--- config.mk ---
export PLATFORM = sky130hd
export DESIGN_NAME = whl_fifo
export DESIGN_NICKNAME = d
export VERILOG_FILES = /design/src/hw/rtl/whl_fifo.sv
export SDC_FILE = /design/constraint.sdc
export NUM_CORES = 1
export LEC_CHECK = 0
export ABC_AREA = 1
export BUFFER_PORTS_ARGS = -buffer_cell sky130_fd_sc_hd__buf_4
export CORE_MARGIN = 2
export CORE_UTILIZATION = 52
export CTS_CLUSTER_SIZE = 8
export DETAILED_ROUTE_END_ITERATION = 12
export GPL_TIMING_DRIVEN = 1
export PLACE_DENSITY = 0.79
export SYNTH_ARGS = -nofsm -noshare
export SYNTH_HDL_FRONTEND = slang
export SYNTH_SLANG_ARGS = --single-unit
--- constraint.sdc ---
create_clock -name i_clk -period 4.1 [get_ports i_clk]
set_input_delay 0.41 -clock i_clk [delete_from_list [all_inputs] [get_ports i_clk]]
set_output_delay 0.41 -clock i_clk [all_outputs]
set_load 0.02 [all_outputs]
--- src/hw/rtl/whl_fifo.sv ---
module whl_fifo #(
    parameter int unsigned WIDTH = 58,
    parameter int unsigned DEPTH = 2
) (
    input  logic             i_clk,
    input  logic             i_rst_n,
    input  logic             i_push,
    input  logic [WIDTH-1:0] i_data,
    input  logic             i_pop,
    output logic [WIDTH-1:0] o_data,
    output logic             o_full,
    output logic             o_empty
);

    localparam int unsigned PTR_BITS = $clog2(DEPTH);
    localparam int unsigned CNT_BITS = $clog2(DEPTH + 1);

    logic [WIDTH-1:0]    r_mem [DEPTH];
    logic [PTR_BITS-1:0] r_wptr;
    logic [PTR_BITS-1:0] r_rptr;
    logic [CNT_BITS-1:0] r_count;

    assign o_full  = (r_count == CNT_BITS'(DEPTH));
    assign o_empty = (r_count == '0);
    assign o_data  = r_mem[r_rptr];

    // Entry storage.
    always_ff @(posedge i_clk) begin
        if (i_push) begin
            r_mem[r_wptr] <= i_data;
        end
    end

    // Pointers and fill count.
    always_ff @(posedge i_clk) begin
        if (!i_rst_n) begin
            r_wptr  <= '0;
            r_rptr  <= '0;
            r_count <= '0;
        end else begin
            if (i_push) begin
                r_wptr <= (r_wptr == PTR_BITS'(DEPTH - 1)) ? '0 : r_wptr + 1'b1;
            end
            if (i_pop) begin
                r_rptr <= (r_rptr == PTR_BITS'(DEPTH - 1)) ? '0 : r_rptr + 1'b1;
            end
            if (i_push && !i_pop) begin
                r_count <= r_count + 1'b1;
            end else if (!i_push && i_pop) begin
                r_count <= r_count - 1'b1;
            end
        end
    end

endmodule

* Yosys cells after proc, flatten, opt, wreduce, memory -nomap -nowiden *
Memory sizes are Yosys's and may differ from the RTL's. A register that Yosys moved wholly into a read port is not among the register bits.
Cells that the tools add are included.
W data, S select, Z words.

word-level totals
  register bits = 4
  memory bits (writable) = 116
  input port bits = 62
  output and inout port bits = 60
  word-level logic and storage cells = 23
  memories kept = 1

cells by class
  add/sub/neg operators = 4
  eq/ne operators = 1
  muxes and demuxes = 8
  reduce and logical (&&, ||, !) cells = 6

memories
  memory  depth  width  read ports  clocked after memory_dff  wr ports  RTL line  RTL
  r_mem   2      58     1           1                         1         18        logic [WIDTH-1:0] r_mem [DEPTH];

operator list
  operator               number
  $mux W1                6
  $mux W2                2
  $add A1 B1 Y1 const B  2
  $add A2 B1 Y2 const B  1
  $eq A2 B2 Y1 const B   1
  $logic_and A1 B1 Y1    2
  $logic_not A1 Y1       2
  $logic_not A2 Y1       1
  $reduce_bool A2 Y1     1
  $sub A2 B1 Y2 const B  1

* Longest topological paths before layout *
Gate-level depths: netlist of run 1.

  depth in word-level cells = 4
  depth in mapped cells = 8
  gate-level depth less buffers = 8

* Worst setup path after synthesis of run 1 *
Ideal clock, no wire load.

  path type = in2reg
  start point = input port i_push
  end point = memory r_mem[0][0] (enable)
  library setup time = 475 ps
  data arrival time = 2884 ps
  data required time = 3625 ps
  slack = 741 ps
  stages = 2
  buffers on the path = 0
  cell sequence = inv_1 nor2_1

between the ends
  cells in the longest elaborated chain, start to end = 2

RTL lines
  element                        RTL line  RTL
  from (decl)                    7         input logic i_push,
  $mux W1                        29        if (i_push) begin
  $mux W1 (not written as such)  30        r_mem[r_wptr] <= i_data;
  to (decl)                      18

No other way between the ends.

==> results of run 1 <==
[state kept, by name (all words and copies together), names as in the netlist, named ones only]
name     flops
r_mem      116
r_wptr       1
r_rptr       1
r_count      2
[cells in the final DEF (no fill, tap or decap)]
master	netlist	routed
clkinvlp_4	0	5
nor2_4	0	1
o21ai_0	1	1
bufinv_16	0	3
mux2_4	20	20
clkbuf_16	0	16
clkinv_2	0	2
inv_2	0	1
nand2_1	8	8
nand3_1	1	1
buf_4	0	123
clkbuf_8	0	1
ha_1	1	1
clkinv_4	0	1
nand4_1	1	1
dfxtp_1	5	4
inv_1	8	7
nor2_1	9	8
a21oi_1	1	1
clkinv_1	0	3
dfxtp_4	0	1
edfxtp_1	116	116
mux2_2	38	38
[cell families after synthesis]
kind of cell               count (synthesis)
buffers and inverters                     14
adders and majority gates                  1
DFF                                      121
AOI/OAI and AO/OA                          2
and+or+nand+nor                           19
muxes                                     58
[area by class of cell]
| type | instances | area [µm²] |
|---|---|---|
| Clock inverter | 14 | 158 |
| Fill cell | 527 | 2220 |
| Multi-Input combinational cell | 80 | 833 |
| Clock buffer | 17 | 414 |
| Sequential cell | 121 | 3590 |
| Inverter | 8 | 30.0 |
| Timing Repair Buffer | 123 | 923 |
| Tap cell | 105 | 131 |
[power breakdown]
| part | leakage [nW] | internal [mW] | switching (mW) | total [mW] |
|---|---|---|---|---|
| clock | 0.264 | 0.911 | 0.487 | 1.40 |
| sequential | 1.13 | 1.43 | 0.0358 | 1.47 |
| combinational | 0.977 | 0.170 | 0.162 | 0.333 |
[layer usage]
metal	wire, µm	global-route usage (%)	vias up
li1	-	-	1103
met1	3020	19.0	1148
met2	4100	29.8	97
met3	642	9.18	11
met4	87	5.96	0
met5	0	0	-
[worst max-delay path, stage by stage, from the launching register on]
cell	delay (ps)
dfxtp_4	910
mux2_2	420
buf_4	160
[through the flow]
stage / power, mW / cell area, µm² / hold slack (ps) / std cells / utilization, %
global placement: 1.82 / 5510 / 474 / 437 / 66.3
detailed placement: 1.83 / 5510 / 501 / 437 / 66.3
CTS: 3.23 / 6080 / 63.1 / 468 / 73.2
floorplan: 1.67 / 4490 / 463 / 215 / -
finish: 3.20 / 6080 / 85.8 / 468 / 73.2
global route: 3.31 / 6080 / 56.5 / 468 / 73.2
[worst max-delay path by stage]
stage	start	end	slack [ps]	cells after the start
after CTS	flip-flop	o_data[56]	1600	2
after floorplan	i_push	r_mem[0][0]	740	2
final	flip-flop	o_data[44]	1660	2
after global routing	flip-flop	o_data[56]	1530	2
after global placement	i_push	r_mem[0][51]	2070	4
after detailed placement	i_push	r_mem[0][7]	2040	4
[cell usage after synthesis (all sizes together)]
cell	instances
a21oi	1
buf	6
dfxtp	5
edfxtp	116
ha	1
inv	8
mux2	58
nand2	8
nand3	1
nand4	1
nor2	9
o21ai	1
==> results.yml, run 1 <==
run_status:
  status: "complete, no violations"
die:
  core-area_um2: 8300
  dieArea_um2: 9390
  ioPinCount: 122
  fp-row-count: 33
  die_h_um: 96.9
  die_w_um: 96.9
  start_util_pct: 54.1
global_routing:
  grt-ovfl-total: 0
  grt.total_usage_pct: 17.6
  grt_pass1_vias: 2568
  grt_pass1_wl_um: 12400
  antenna_found_initial: 0
  grt_max_degree: 59
worst_setup_path:
  required_ps: 3690
  path_class: "reg2out"
  crit_fanout: 58
  r2r_start: "r_wptr"
  r2r_cells: 3
  r2r_end: "r_mem[1][1]"
  cp-end-kind: "primary output"
  cp.arrival_ps: 2030
  r2r_setup_slack_ps: 2200
  cp-start-kind: "flip-flop"
timing:
  slew_headroom_pct: 36.2
  hold_viol: 0
  setup_tns_ps: 0
  fin_crit_sh_pct: 59.6
  postLayoutSetupSlackWorst_ps: 1660
  rsz0062_at_grt: "false"
  fin_crit_ps: 2440
  setup_viol: 0
  worst_pin_slew_ps: 956
  clock_skew_ps: 7.93
  maxSlewViolCount: 0
  fmax_ghz: 0.409
clock_tree:
  clkLatencyLatePin_ps: 510
  ctsHoldBuffers: 0
  htreeDepth: 4
  cts_root_buffer: "clkbuf_8"
  tritoncts: "built"
  cts_made_buffers: 17
  clk_pin_slew_ps: 60
  clockBufferDepth: 2
  clock-sinks: 121
  ctsResizeCount: 0
  cts_setup_buffers: 0
synth:
  synth-simple-area-share_pct: 1.67
  avgSynthCellArea_um2: 20.9
  synth_top_family_by_area: "multiplexers"
  synthMuxAreaShare_pct: 16.2
  ys_seq_area_share_pct: 79.8
  synth_area_um2: 4490
  syn_inst: 215
  synth_compound_area_share_pct: 0.223
  yosysWarnings: 0
  synth_top_cell_by_area: "edfxtp_1"
  synth_cell_types: 14
  synth_xor_area_share_pct: 0
  synth_top_area_share_pct: 77.6
  ys_ff_latch: 121
  synth_area_leaders: "edfxtp_1 (78%), mux2_2 (9.5%), mux2_4 (6.7%)"
  synth_fa_ha_area_share_pct: 0.279
  syn_nets: 278
placed_design:
  pre_cts_ws_ps: 2040
  hpwlAfterDp_um: 5140
  io_buffers: 121
  gp_congestion: 0.668
cells_and_area:
  layout-drive-gt1-share_pct: 58.4
  area_growth_pct: 35.4
  nNetsFinal: 414
  diodes: 0
pwr:
  power_density_nw_per_um2: 526
  ir_drop_uv: 363
  leakagePower_nw: 2.37
hold_path:
  min-delay-start: "i_data[3]"
  worstHoldEndpoint: "r_mem[1][3]"
  hold_path_class: "in2reg"
  whs_path_depth: 1
routing:
  wl_per_cell_um: 16.8
  ant_nets: 0
  vias_per_cell: 5.04
  drt_iter0_markers: 147
  drt_wl_total_um: 7850
  vias: 2359
  drc: 0
  dr.pass1.iters: 4
flow_run:
  cap_violations: 0
Power figures use the tool's default switching activity.
==> run 2: changes to the inputs <==
==> config.mk (replaced) <==
export PLATFORM = sky130hd
export DESIGN_NAME = whl_fifo
export DESIGN_NICKNAME = d
export VERILOG_FILES = /design/src/hw/rtl/whl_fifo.sv
export SDC_FILE = /design/constraint.sdc
export NUM_CORES = 1
export LEC_CHECK = 0
export ABC_AREA = 0
export BUFFER_PORTS_ARGS = -buffer_cell sky130_fd_sc_hd__buf_4
export CORE_MARGIN = 2
export CORE_UTILIZATION = 51
export CTS_CLUSTER_SIZE = 8
export DETAILED_ROUTE_END_ITERATION = 12
export GPL_TIMING_DRIVEN = 1
export PLACE_DENSITY = 0.78
export SYNTH_ARGS = -nofsm -noshare
export SYNTH_HDL_FRONTEND = slang
export SYNTH_SLANG_ARGS = --single-unit
==> constraint.sdc (replaced) <==
create_clock -name i_clk -period 2.5 [get_ports i_clk]
set_input_delay 0.25 -clock i_clk [delete_from_list [all_inputs] [get_ports i_clk]]
set_output_delay 0.25 -clock i_clk [all_outputs]
set_load 0.02 [all_outputs]
==> results.yml, run 2 <==
cells_and_area:
  largest_register_ffs: 116
  nFillCells: 427
  layout-drive-gt1-share_pct: 52.1
  diodes: 0
  top_regs: "r_mem: 116 flops, r_count: 2 flops"
  nNetsFinal: 463
  area_growth_pct: 51.1
  layout_commonest_cell: "buf_4"
  top_register: "r_mem"
  layout.cells.non_filler: 518
  final_cell_mix: "buf_4 (124), edfxtp_1 (116), dlygate4sd3_1 (59)"
synth:
  synth_edf_count: 116
  synth_area_leaders: "edfxtp_1 (79%), mux2_2 (15%), dfxtp_1 (2.3%)"
  synth_cell_types: 18
  synth_top_cell_by_area: "edfxtp_1"
  yosys.cell_count.top_type: "edfxtp_1"
  synth_top_flop_cell: "edfxtp_1"
  yosysWarnings: 0
  ys_ff_latch: 121
  synth_top_area_share_pct: 79.1
  synth_area_um2: 4400
  syn_inst: 202
  synthTopCellsByCount: "edfxtp_1 (116), mux2_2 (57), dfxtp_1 (5), and2_1 (4)"
  synthArstFlopShare_pct: 0
  ys_seq_area_share_pct: 81.4
  syn_nets: 265
  avgSynthCellArea_um2: 21.8
worst_setup_path:
  cp-end-kind: "primary output"
  crit_fanout: 58
  path_class: "reg2out"
  required_ps: 2250
  cp-start-kind: "flip-flop"
  cp.arrival_ps: 1740
pwr:
  power_density_nw_per_um2: 828
  ir_drop_uv: 560
  fin_total_pwr_mw: 5.51
  leakagePower_nw: 2.56
global_routing:
  grt_pass1_vias: 2803
  grt.total_usage_pct: 19.7
  grt_pass1_wl_um: 13900
  grt_max_degree: 59
  grt-ovfl-total: 0
  antenna_found_initial: 0
die:
  core-area_um2: 8300
  die_h_um: 96.9
  start_util_pct: 53.1
  dieArea_um2: 9400
  die_w_um: 96.9
  fp-row-count: 33
  ioPinCount: 122
routing:
  vias: 2565
  drt_wl_total_um: 8800
  vias_per_cell: 4.95
  dr.pass1.iters: 4
  wl_per_cell_um: 17.0
  drc: 0
  drt_iter0_markers: 150
  ant_nets: 0
timing:
  setup_tns_ps: 0
  maxSlewViolCount: 0
  rsz0062_at_grt: "false"
  clock_skew_ps: 7.68
  fin_crit_ps: 1990
  worst_pin_slew_ps: 648
  fin_crit_sh_pct: 79.6
  fmax_ghz: 0.503
  slew_headroom_pct: 56.8
  hold_viol: 0
  setup_viol: 0
clock_tree:
  clkLatencyLatePin_ps: 510
  cts_made_buffers: 17
  clockBufferDepth: 2
  cts_root_buffer: "clkbuf_8"
  ctsResizeCount: 0
  htreeDepth: 4
  clk_pin_slew_ps: 50
  tritoncts: "built"
  clock-sinks: 121
placed_design:
  io_buffers: 121
  hpwlAfterDp_um: 4620
  gp_congestion: 0.702
  dp.cells: 427
run_status:
  status: "complete, no violations"
hold_path:
  hold_path_class: "in2reg"
flow_run:
  cap_violations: 0
## run 2: final timing paths
path,from,endpoint,depth (start not counted),slack [ps]
worst max-delay path,flip-flop,o_data[16],3,510
worst min register to register,r_count[1],r_count[1],2,540
worst max register to register,r_wptr,r_mem[1][41],2,920
worst min-delay path,i_pop,flip-flop,3,80
## run 2: cells by family after synthesis
logic type,after synthesis,synth area share [%]
XOR/XNOR,3,0.597
adder cells (fa/ha/maj),1,0.284
buffers and inverters,7,1.19
AND/OR/NAND/NOR,9,1.28
multiplexers,58,14.8
AO/OA/AOI/OAI,3,0.455
flip-flops,121,81.4
## run 2: per-stage QoR
stage | instance area, µm² | setup WS, ps | utilization, % | hold slack (ps)
2_1_floorplan | 4410 | 230 | - | 349
3_3_place_gp | 5470 | 924 | 65.9 | 435
3_5_place_dp | 5470 | 909 | 65.9 | 437
4_1_cts | 6660 | 507 | 80.2 | 62.6
5_1_grt | 6660 | 456 | 80.2 | 82.2
6_report | 6660 | 511 | 80.2 | 76.1
## run 2: layer usage
layer	track usage [%]	up-vias	routed length (µm)
li1	-	1194	-
met1	23.2	1259	3480
met2	33.5	98	4700
met3	6.72	14	496
met4	7.80	0	128
met5	0	-	0
## run 2: where the power goes
part	internal, mW	total [mW]	switching, mW
registers	2.34	2.37	0.0302
logic	0.368	0.711	0.343
clock network	1.60	2.43	0.824
## run 2: critical path: stages, from the launching register on
cell     delay [ps]
dfxtp_2         330
buf_12          280
mux2_2          390
buf_4           160
## run 2: layout make-up
cell class	instances	area, µm²	share of cell area, %
sequential	121	3580	53.9
timing repair buffer	185	1560	23.5
clock inverter	14	180	2.71
clock buffer	18	418	6.28
inverter	1	3.75	0.0564
multi-input combinational	74	777	11.7
tap	105	131	1.97
## run 2: timing repair
item	4_1_cts	5_1_grt
endpoints found under the setup margin	0	0
setup buffers	0	0
hold endpoints to repair	120	0
hold buffers	59	0
