## src/hw/rtl/whl_pkg.sv

```systemverilog
package whl_pkg;

    // Job kinds decided by the front part.
    localparam logic [1:0] KIND_READ   = 2'd0;
    localparam logic [1:0] KIND_SKIP   = 2'd1;
    localparam logic [1:0] KIND_TRANSP = 2'd2;
    localparam logic [1:0] KIND_INCL   = 2'd3;

    // Rec.709 luma weights in Q16 and the rounding offset.
    localparam int unsigned COEF_BITS = 16;
    localparam int unsigned KR        = 13933;
    localparam int unsigned KG        = 46871;
    localparam int unsigned KB        = 4732;
    localparam int unsigned ROUND     = 32768;

    // Weight used when coverage is not selected.
    localparam int unsigned WEIGHT_BITS = 8;
    localparam logic [WEIGHT_BITS-1:0] WEIGHT_FULL = 8'd255;

    // Register index of use_coverage.
    localparam logic REG_USE_COVERAGE = 1'b0;

    // Depth of the queue between front and back.
    localparam int unsigned FIFO_DEPTH = 2;

    // Control part of one queued job.
    typedef struct packed {
        logic [1:0]             kind;
        logic [WEIGHT_BITS-1:0] weight;
    } t_job_ctl;

endpackage

```

## src/hw/rtl/whl_front.sv

```systemverilog
module whl_front #(
    parameter int unsigned SAMPLE_BITS = 8
) (
    input  logic                   i_clk,
    input  logic                   i_rst_n,
    input  logic                   i_accept,
    input  logic                   i_req_type,
    input  logic [SAMPLE_BITS-1:0] i_red_sample,
    input  logic [SAMPLE_BITS-1:0] i_green_sample,
    input  logic [SAMPLE_BITS-1:0] i_blue_sample,
    input  logic [SAMPLE_BITS-1:0] i_alpha_sample,
    input  logic [SAMPLE_BITS-1:0] i_luma_ref_red,
    input  logic [SAMPLE_BITS-1:0] i_luma_ref_green,
    input  logic [SAMPLE_BITS-1:0] i_luma_ref_blue,
    input  logic [7:0]             i_coverage,
    input  logic [SAMPLE_BITS-1:0] i_bin_index,
    input  logic                   i_use_coverage,
    input  logic                   i_fifo_full,
    output logic                   o_ready,
    output logic                   o_push,
    output whl_pkg::t_job_ctl      o_ctl,
    output logic [SAMPLE_BITS-1:0] o_red,
    output logic [SAMPLE_BITS-1:0] o_green,
    output logic [SAMPLE_BITS-1:0] o_blue,
    output logic [SAMPLE_BITS-1:0] o_alpha,
    output logic [SAMPLE_BITS-1:0] o_luma
);

    localparam int unsigned PROD_BITS = SAMPLE_BITS + whl_pkg::COEF_BITS;
    localparam int unsigned SUM_BITS  = PROD_BITS + 2;
    localparam int unsigned Y_BITS    = SUM_BITS - whl_pkg::COEF_BITS;

    // First stage: captured beat.
    logic                                r_s1_v;
    logic                                r_s1_req;
    logic [SAMPLE_BITS-1:0]              r_s1_red, r_s1_green, r_s1_blue, r_s1_alpha;
    logic [SAMPLE_BITS-1:0]              r_s1_lr, r_s1_lg, r_s1_lb, r_s1_bin;
    logic [whl_pkg::WEIGHT_BITS-1:0]     r_s1_weight;

    // Second stage: classified job and luma products.
    logic                                r_s2_v;
    whl_pkg::t_job_ctl                   r_s2_ctl;
    logic [SAMPLE_BITS-1:0]              r_s2_red, r_s2_green, r_s2_blue, r_s2_alpha;
    logic [PROD_BITS-1:0]                r_s2_pr, r_s2_pg, r_s2_pb;

    logic [1:0]                          s1_kind;
    logic                                s1_adv;
    logic                                s2_adv;
    logic [SUM_BITS-1:0]                 luma_sum;
    logic [Y_BITS-1:0]                   luma_full;
    logic [SAMPLE_BITS-1:0]              luma_clamped;

    // Classify the captured beat.
    always_comb begin
        if (r_s1_req) begin
            s1_kind = whl_pkg::KIND_READ;
        end else if (r_s1_weight == '0) begin
            s1_kind = whl_pkg::KIND_SKIP;
        end else if (r_s1_alpha == '0) begin
            s1_kind = whl_pkg::KIND_TRANSP;
        end else begin
            s1_kind = whl_pkg::KIND_INCL;
        end
    end

    // Stage flow: skipped jobs leave without a queue slot.
    assign s2_adv  = r_s2_v && (!i_fifo_full || r_s2_ctl.kind == whl_pkg::KIND_SKIP);
    assign s1_adv  = r_s1_v && (!r_s2_v || s2_adv);
    assign o_ready = !r_s1_v || s1_adv;

    always_ff @(posedge i_clk) begin
        if (!i_rst_n) begin
            r_s1_v <= 1'b0;
            r_s2_v <= 1'b0;
        end else begin
            if (i_accept) begin
                r_s1_v <= 1'b1;
            end else if (s1_adv) begin
                r_s1_v <= 1'b0;
            end
            if (s1_adv) begin
                r_s2_v <= 1'b1;
            end else if (s2_adv) begin
                r_s2_v <= 1'b0;
            end
        end
    end

    // Capture a beat, choosing its weight.
    always_ff @(posedge i_clk) begin
        if (i_accept) begin
            r_s1_req    <= i_req_type;
            r_s1_red    <= i_red_sample;
            r_s1_green  <= i_green_sample;
            r_s1_blue   <= i_blue_sample;
            r_s1_alpha  <= i_alpha_sample;
            r_s1_lr     <= i_luma_ref_red;
            r_s1_lg     <= i_luma_ref_green;
            r_s1_lb     <= i_luma_ref_blue;
            r_s1_bin    <= i_bin_index;
            r_s1_weight <= i_use_coverage ? i_coverage : whl_pkg::WEIGHT_FULL;
        end
    end

    // Products of the luma weights; a read carries its bin in every channel.
    always_ff @(posedge i_clk) begin
        if (s1_adv) begin
            r_s2_ctl.kind   <= s1_kind;
            r_s2_ctl.weight <= r_s1_weight;
            r_s2_red        <= r_s1_req ? r_s1_bin : r_s1_red;
            r_s2_green      <= r_s1_req ? r_s1_bin : r_s1_green;
            r_s2_blue       <= r_s1_req ? r_s1_bin : r_s1_blue;
            r_s2_alpha      <= r_s1_req ? r_s1_bin : r_s1_alpha;
            r_s2_pr         <= PROD_BITS'(r_s1_lr) * PROD_BITS'(whl_pkg::KR);
            r_s2_pg         <= PROD_BITS'(r_s1_lg) * PROD_BITS'(whl_pkg::KG);
            r_s2_pb         <= PROD_BITS'(r_s1_lb) * PROD_BITS'(whl_pkg::KB);
        end
    end

    // Round, scale down and clamp the luma.
    always_comb begin
        luma_sum  = SUM_BITS'(r_s2_pr) + SUM_BITS'(r_s2_pg) + SUM_BITS'(r_s2_pb)
                  + SUM_BITS'(whl_pkg::ROUND);
        luma_full = luma_sum[SUM_BITS-1:whl_pkg::COEF_BITS];
        if (luma_full > Y_BITS'({SAMPLE_BITS{1'b1}})) begin
            luma_clamped = '1;
        end else begin
            luma_clamped = luma_full[SAMPLE_BITS-1:0];
        end
    end

    assign o_push  = r_s2_v && !i_fifo_full && (r_s2_ctl.kind != whl_pkg::KIND_SKIP);
    assign o_ctl   = r_s2_ctl;
    assign o_red   = r_s2_red;
    assign o_green = r_s2_green;
    assign o_blue  = r_s2_blue;
    assign o_alpha = r_s2_alpha;
    assign o_luma  = (r_s2_ctl.kind == whl_pkg::KIND_READ) ? r_s2_alpha : luma_clamped;

endmodule

```

## config.mk

```make
export PLATFORM = sky130hd
export DESIGN_NAME = whl_front
export DESIGN_NICKNAME = d
export VERILOG_FILES = /design/src/hw/rtl/whl_pkg.sv /design/src/hw/rtl/whl_front.sv
export SDC_FILE = /design/constraint.sdc
export NUM_CORES = 1
export LEC_CHECK = 0
export BUFFER_PORTS_ARGS = -buffer_cell sky130_fd_sc_hd__buf_2
export CAP_MARGIN = 40
export CORE_ASPECT_RATIO = 0.6
export CORE_UTILIZATION = 45
export DETAILED_ROUTE_END_ITERATION = 7
export SYNTH_ARGS = -nofsm -noshare
export SYNTH_HDL_FRONTEND = slang
export SYNTH_SLANG_ARGS = --single-unit
```

## constraint.sdc

```tcl
create_clock -name i_clk -period 8.85 [get_ports i_clk]
set_input_delay 1.77 -clock i_clk [delete_from_list [all_inputs] [get_ports i_clk]]
set_output_delay 1.77 -clock i_clk [all_outputs]
set_load 0.05 [all_outputs]
```

# Word-level counts from Yosys, hierarchy flattened
# Index checks and enable logic that the tools add are counted.
word_totals:
  regBits: 182
  word_cells: 59
op_classes:
  addsub: 3
  multipliers: 3
  order_cmp: 1
  eq_ne: 2
  n_mux: 12
  reduce_logical: 16
ops:
  columns: ["op", "count"]
  rows:
  - ["2-to-1 mux 8 bit", 6]
  - ["adder 25 x 21 -> 26 bit", 1]
  - ["adder 26 x 16 -> 26 bit (second input constant)", 1]
  - ["adder 22 x 24 -> 25 bit", 1]
  - ["multiplier 8 x 16 -> 24 bit (second input constant)", 1]
  - ["multiplier 8 x 14 -> 22 bit (second input constant)", 1]
  - ["multiplier 8 x 11 -> 19 bit (second input constant)", 1]
  - ["zero test 8 bit", 2]
  - ["> comparator 10 x 8 -> 1 bit (second input constant)", 1]
  - ["2-to-1 mux 1 bit", 6]
  - ["logical AND 1 bit", 4]
  - ["nonzero test 2 bit", 2]
  - ["zero test 1 bit", 3]
  - ["logical OR 1 bit", 3]
  - ["== test 2 x 1 -> 1 bit (second input constant)", 1]
  - ["zero test 2 bit", 1]
  - ["!= test 2 x 1 -> 1 bit (second input constant)", 1]
  - ["OR reduction 2 bit", 1]

# Depth between registers and ports, before layout
logic_depth:
  depth_word: 7
  depth_mapped: 17
  depth_no_buf: 17

# Least setup slack after synthesis
# Ideal clock, no wire load.
synth_path:
  path_kind: "input port to flip-flop"
  from: "input port i_fifo_full"
  to: "register r_s2_alpha[0] (netlist: o_alpha[0]) (enable)"
  t_arrival_ns: 6.619
  slack_ns: 1.645
  stages: 3
  path_buffers: 0
  path_cell_list: "inv_1 -> nor2_1 -> nor2b_1"
synth_via:
  elab_chain_len: 5
synth_rtl:
  columns: ["item", "line_no", "text"]
  rows:
  - ["start, declared", "whl_front.sv:18", "input logic i_fifo_full,"]
  - ["zero test 1 bit", "whl_front.sv:67", "assign s2_adv = r_s2_v && (!i_fifo_full || r_s2_ctl.kind == whl_pkg::KIND_SKIP);"]
  - ["logical OR 1 bit", "whl_front.sv:67", null]
  - ["logical AND 1 bit", "whl_front.sv:67", null]
  - ["logical OR 1 bit", "whl_front.sv:68", "assign s1_adv = r_s1_v && (!r_s2_v || s2_adv);"]
  - ["logical AND 1 bit", "whl_front.sv:68", null]
  - ["via s1_adv", "whl_front.sv:47", "logic s1_adv;"]
  - ["end signal, assigned", "whl_front.sv:113", "r_s2_alpha <= r_s1_req ? r_s1_bin : r_s1_alpha;"]
  - ["end, declared", "whl_front.sv:43", "logic [SAMPLE_BITS-1:0] r_s2_red, r_s2_green, r_s2_blue, r_s2_alpha;"]
# The timed path passes the listed nets, and every way through them passes these cells.
# A chain may end at the register's enable or synchronous reset.

# Worst setup path in the final report
layout_path:
  from: "register r_s2_pr[4]"
  to: "output port o_luma[6]"
layout_via:
  elab_chain_len: 6
layout_rtl:
  columns: ["item", "line_no", "text"]
  rows:
  - ["start, declared", "whl_front.sv:44", "logic [PROD_BITS-1:0] r_s2_pr, r_s2_pg, r_s2_pb;"]
  - ["start signal, assigned", "whl_front.sv:114", "r_s2_pr <= PROD_BITS'(r_s1_lr) * PROD_BITS'(whl_pkg::KR);"]
  - ["adder 22 x 24 -> 25 bit *", "whl_front.sv:122", "luma_sum = SUM_BITS'(r_s2_pr) + SUM_BITS'(r_s2_pg) + SUM_BITS'(r_s2_pb)"]
  - ["adder 25 x 21 -> 26 bit *", "whl_front.sv:122", null]
  - ["adder 26 x 16 -> 26 bit *", "whl_front.sv:123", "+ SUM_BITS'(whl_pkg::ROUND);"]
  - ["> comparator 10 x 8 -> 1 bit", "whl_front.sv:125", "if (luma_full > Y_BITS'({SAMPLE_BITS{1'b1}})) begin"]
  - ["2-to-1 mux 8 bit *", "whl_front.sv:125", null]
  - ["2-to-1 mux 8 bit *", "whl_front.sv:138", "assign o_luma = (r_s2_ctl.kind == whl_pkg::KIND_READ) ? r_s2_alpha : luma_clamped;"]
  - ["end, declared", "whl_front.sv:26", "output logic [SAMPLE_BITS-1:0] o_luma"]
# Every way passes the cells marked *; elsewhere a longest branch is shown, timed or not.

==> run_results.csv <==
group,metric,value,unit
synthesis,synth_area_per_cell,11.34,µm²
clock_tree,cts_tree,"done",
sta,skew,0.01908,ns
clock_tree,ctsHtreeMaxLevel,4,
min_path,min_to,"o_ctl[2]",
sta,setup_tns,0,ns
clock_tree,cts_made_buffers,17,
placed_design,globalplace.congestion,0.8852,
status,status,"finished, final reports clean",
setup_path,crit_path_end_kind,"primary output",
global_routing,grt_pass1_wl,45770,µm
placed_design,placed_area,14850,µm²
sta,hold_viol_final,0,
setup_path,required,7.08,ns
sta,max_slew_margin,56.44,%
synthesis,synth_cells,1206,
synthesis,synth_area,13680,µm²
setup_path,r2r_setup_slack,3.97,ns
floorplanning,num_rows,49,
clock_tree,cts_hold_buf,0,
final_layout,final_common_cell,"inv_1",
drt,first_pass_iters,7,
sta,setup_viol,0,
clock_tree,cts_resized,0,
clock_tree,clock_sinks,182,
final_layout,mostFrequentLayoutCells,"inv_1 (305), ha_1 (201), edfxtp_1 (180)",
floorplanning,io_pins,130,
clock_tree,cts-root-buf,"clkbuf_16",
global_routing,grt_pass1_vias,8432,
setup_path,path_cells,"inv_1 > fa_1 > inv_1 > ha_1 > ha_1 > a211o_1 > a31oi_1 > nor3_1 > nor4_1 > o21ai_1 > a41oi_2 > mux2i_1 > a211oi_1 > buf_2",
sta,post-route-period-util,67.60,%
drt,wl,28840,µm
clock_tree,clock_path_buffers,2,
setup_path,timing.rr.end,"r_s2_pg[22]",
drt,drtIter0Drc,461,
setup_path,crit_fanout,4,
placed_design,dp_hpwl,23220,µm
sta,min_period,5.983,ns
synthesis,synth_edf_count,180,
drt,via_per_inst,4.912,
floorplanning,die_area,31110,µm²
min_path,holdCritPathClass,"flip-flop to flip-flop",
global_routing,antenna_found_initial,1,
synthesis,ys_types,56,
setup_path,cpPeakStageDelay,0.52,ns
final_layout,antenna_cells,0,
clock_tree,postCtsSetupBuffers,0,
synthesis,ys_ff_latch,182,
setup_path,worstPathArrival,4.21,ns
global_routing,grt_max_degree,49,
synthesis,ys_async_sr_fraction,0,%
synthesis,yosysWarnings,0,
synthesis,syn_nets,1587,
drt,vias,8679,
sta,worst_pin_slew,0.6521,ns
setup_path,cp_top_family,"compound AO/OA/AOI/OAI gates",
placed_design,io_buffers,129,
floorplanning,die_y,137.0,µm
final_layout,drive_gt1_share,12.88,%
setup_path,critPathLaunchType,"flip-flop",
sta,slew_viol_final,0,
final_layout,stdcell_area,15460,µm²
setup_path,ff2ff_path_depth,15,
sta,fmax,167.1,MHz
sta,rsz0062_at_grt,"no",
drt,post-route-drc-count,0,
setup_path,crit_type,"flip-flop to primary output",
final_layout,final_nets,1727,
synthesis,synth_top_flop_cell,"edfxtp_1",
floorplanning,initial_core_util,45.71,%
synthesis,synth_seq_area_share,39.82,%
min_path,holdCritStartpoint,"r_s1_weight[2]",
job,maxCapViolations,0,
drt,wire_per_inst,16.32,µm
setup_path,r2r-start,"r_s1_lg[5]",
setup_path,crit_slowest_cell,"fa_1",
clock_tree,clk_latency,0.46,ns
clock_tree,clk_pin_slew,0.08,ns
drt,detail-route-antenna-nets,0,
floorplanning,die_w,227.1,µm
global_routing,grt_usage,19.51,%
global_routing,grt-ovfl-total,0,
floorplanning,core,29920,µm²
setup_path,crit_buf_inv,3,
setup_path,cp.depth,14,
final_layout,syn_to_final_growth,13.07,%
min_path,hold_depth,0,
==> metal layers <==
layer,share of wire [%],vias up,GRT usage [%]
met2,37,184,23.73
met4,0.96,2,4.139
met1,57,4130,33.25
met5,0.045,-,0
met3,5.2,23,4.380
li1,-,4340,-
==> cells by family (layout without fill, tap and decap cells) <==
kind of cell	Yosys count	after routing	share of synthesized area, %
flops	182	182	39.82
compound gates	210	210	9.552
buf+inv	317	470	8.701
fa+ha+maj	303	303	33.32
xor+xnor	48	48	3.074
mux	2	2	0.1464
simple gates	144	144	5.389
==> synthesized netlist by cell type (3+ instances only) <==
library cell,n,area share (%)
edfxtp_1,180,40
or2_2,3,0.14
or4_1,3,0.16
a21oi_1,60,2.2
a211o_1,4,0.26
a21o_1,27,1.5
fa_1,102,15
o31a_1,3,0.19
a31oi_1,9,0.41
xnor2_1,33,2.1
o21ai_1,13,0.48
nand2b_1,13,0.59
o21a_1,11,0.60
nor2_1,39,1.1
nor4_1,6,0.27
a2111oi_0,3,0.19
nor3_1,8,0.29
ha_1,201,18
nand4_1,7,0.32
nor2b_1,9,0.41
and3_1,3,0.14
xor2_1,15,0.96
nor4b_1,3,0.19
nand2_1,27,0.74
nand3_1,12,0.44
inv_1,305,8.4
a211oi_1,7,0.38
o21ai_0,47,1.7
clkbuf_1,11,0.30
o21bai_1,7,0.38
==> metrics by stage <==
step	setup slack, ns	util (%)	std cells	hold slack [ns]
final	2.867	51.69	1767	0.4579
after global routing	2.576	51.69	1767	0.4696
after CTS	2.821	51.69	1767	0.4582
after detailed placement	3.331	49.62	1735	0.4383
after global placement	3.383	49.53	1734	0.4395
after floorplan	1.645	-	1206	0.4268
==> state kept, by name, summed over array words and instances (netlist names), 10 cells and up <==
signal   cells
o_ctl       10
r_s2_pb     19
r_s2_pg     24
r_s2_pr     22
==> worst reg2reg max path: stages, from the launching register on <==
cell	delay, ns
edfxtp_1	0.50
fa_1	0.63
inv_1	0.08
fa_1	0.52
fa_1	0.56
inv_1	0.05
ha_1	0.29
ha_1	0.36
and2_1	0.17
o2111ai_1	0.17
a31oi_1	0.18
o41ai_1	0.52
o21bai_1	0.20
nand4_1	0.14
nand3_1	0.10
xor2_1	0.17
==> how the worst max path moves through the flow <==
stage	start	to	slack, ns
finish	r_s2_pr[4]	o_luma[6]	2.87
global route	r_s2_pr[4]	o_luma[6]	2.58
CTS	r_s2_pr[4]	o_luma[6]	2.82
detailed placement	r_s2_pr[4]	o_luma[6]	3.33
global placement	r_s2_pr[4]	o_luma[6]	3.38
floorplan	i_fifo_full	o_alpha[0]	1.65
==> final cells by class <==
cell class                      instances  area [µm²]
Sequential cell                       182        5445
Inverter                              305        1145
Clock buffer                           17       425.4
Clock inverter                         15       191.4
Multi-Input combinational cell        707        7048
Timing Repair Buffer                  133       698.2
Tap cell                              408       510.5
Fill cell                            2742       14460
Power is left out: the tool's default activity adds up to more than one toggle a clock period on the data nets, which glitch-free logic cannot reach.
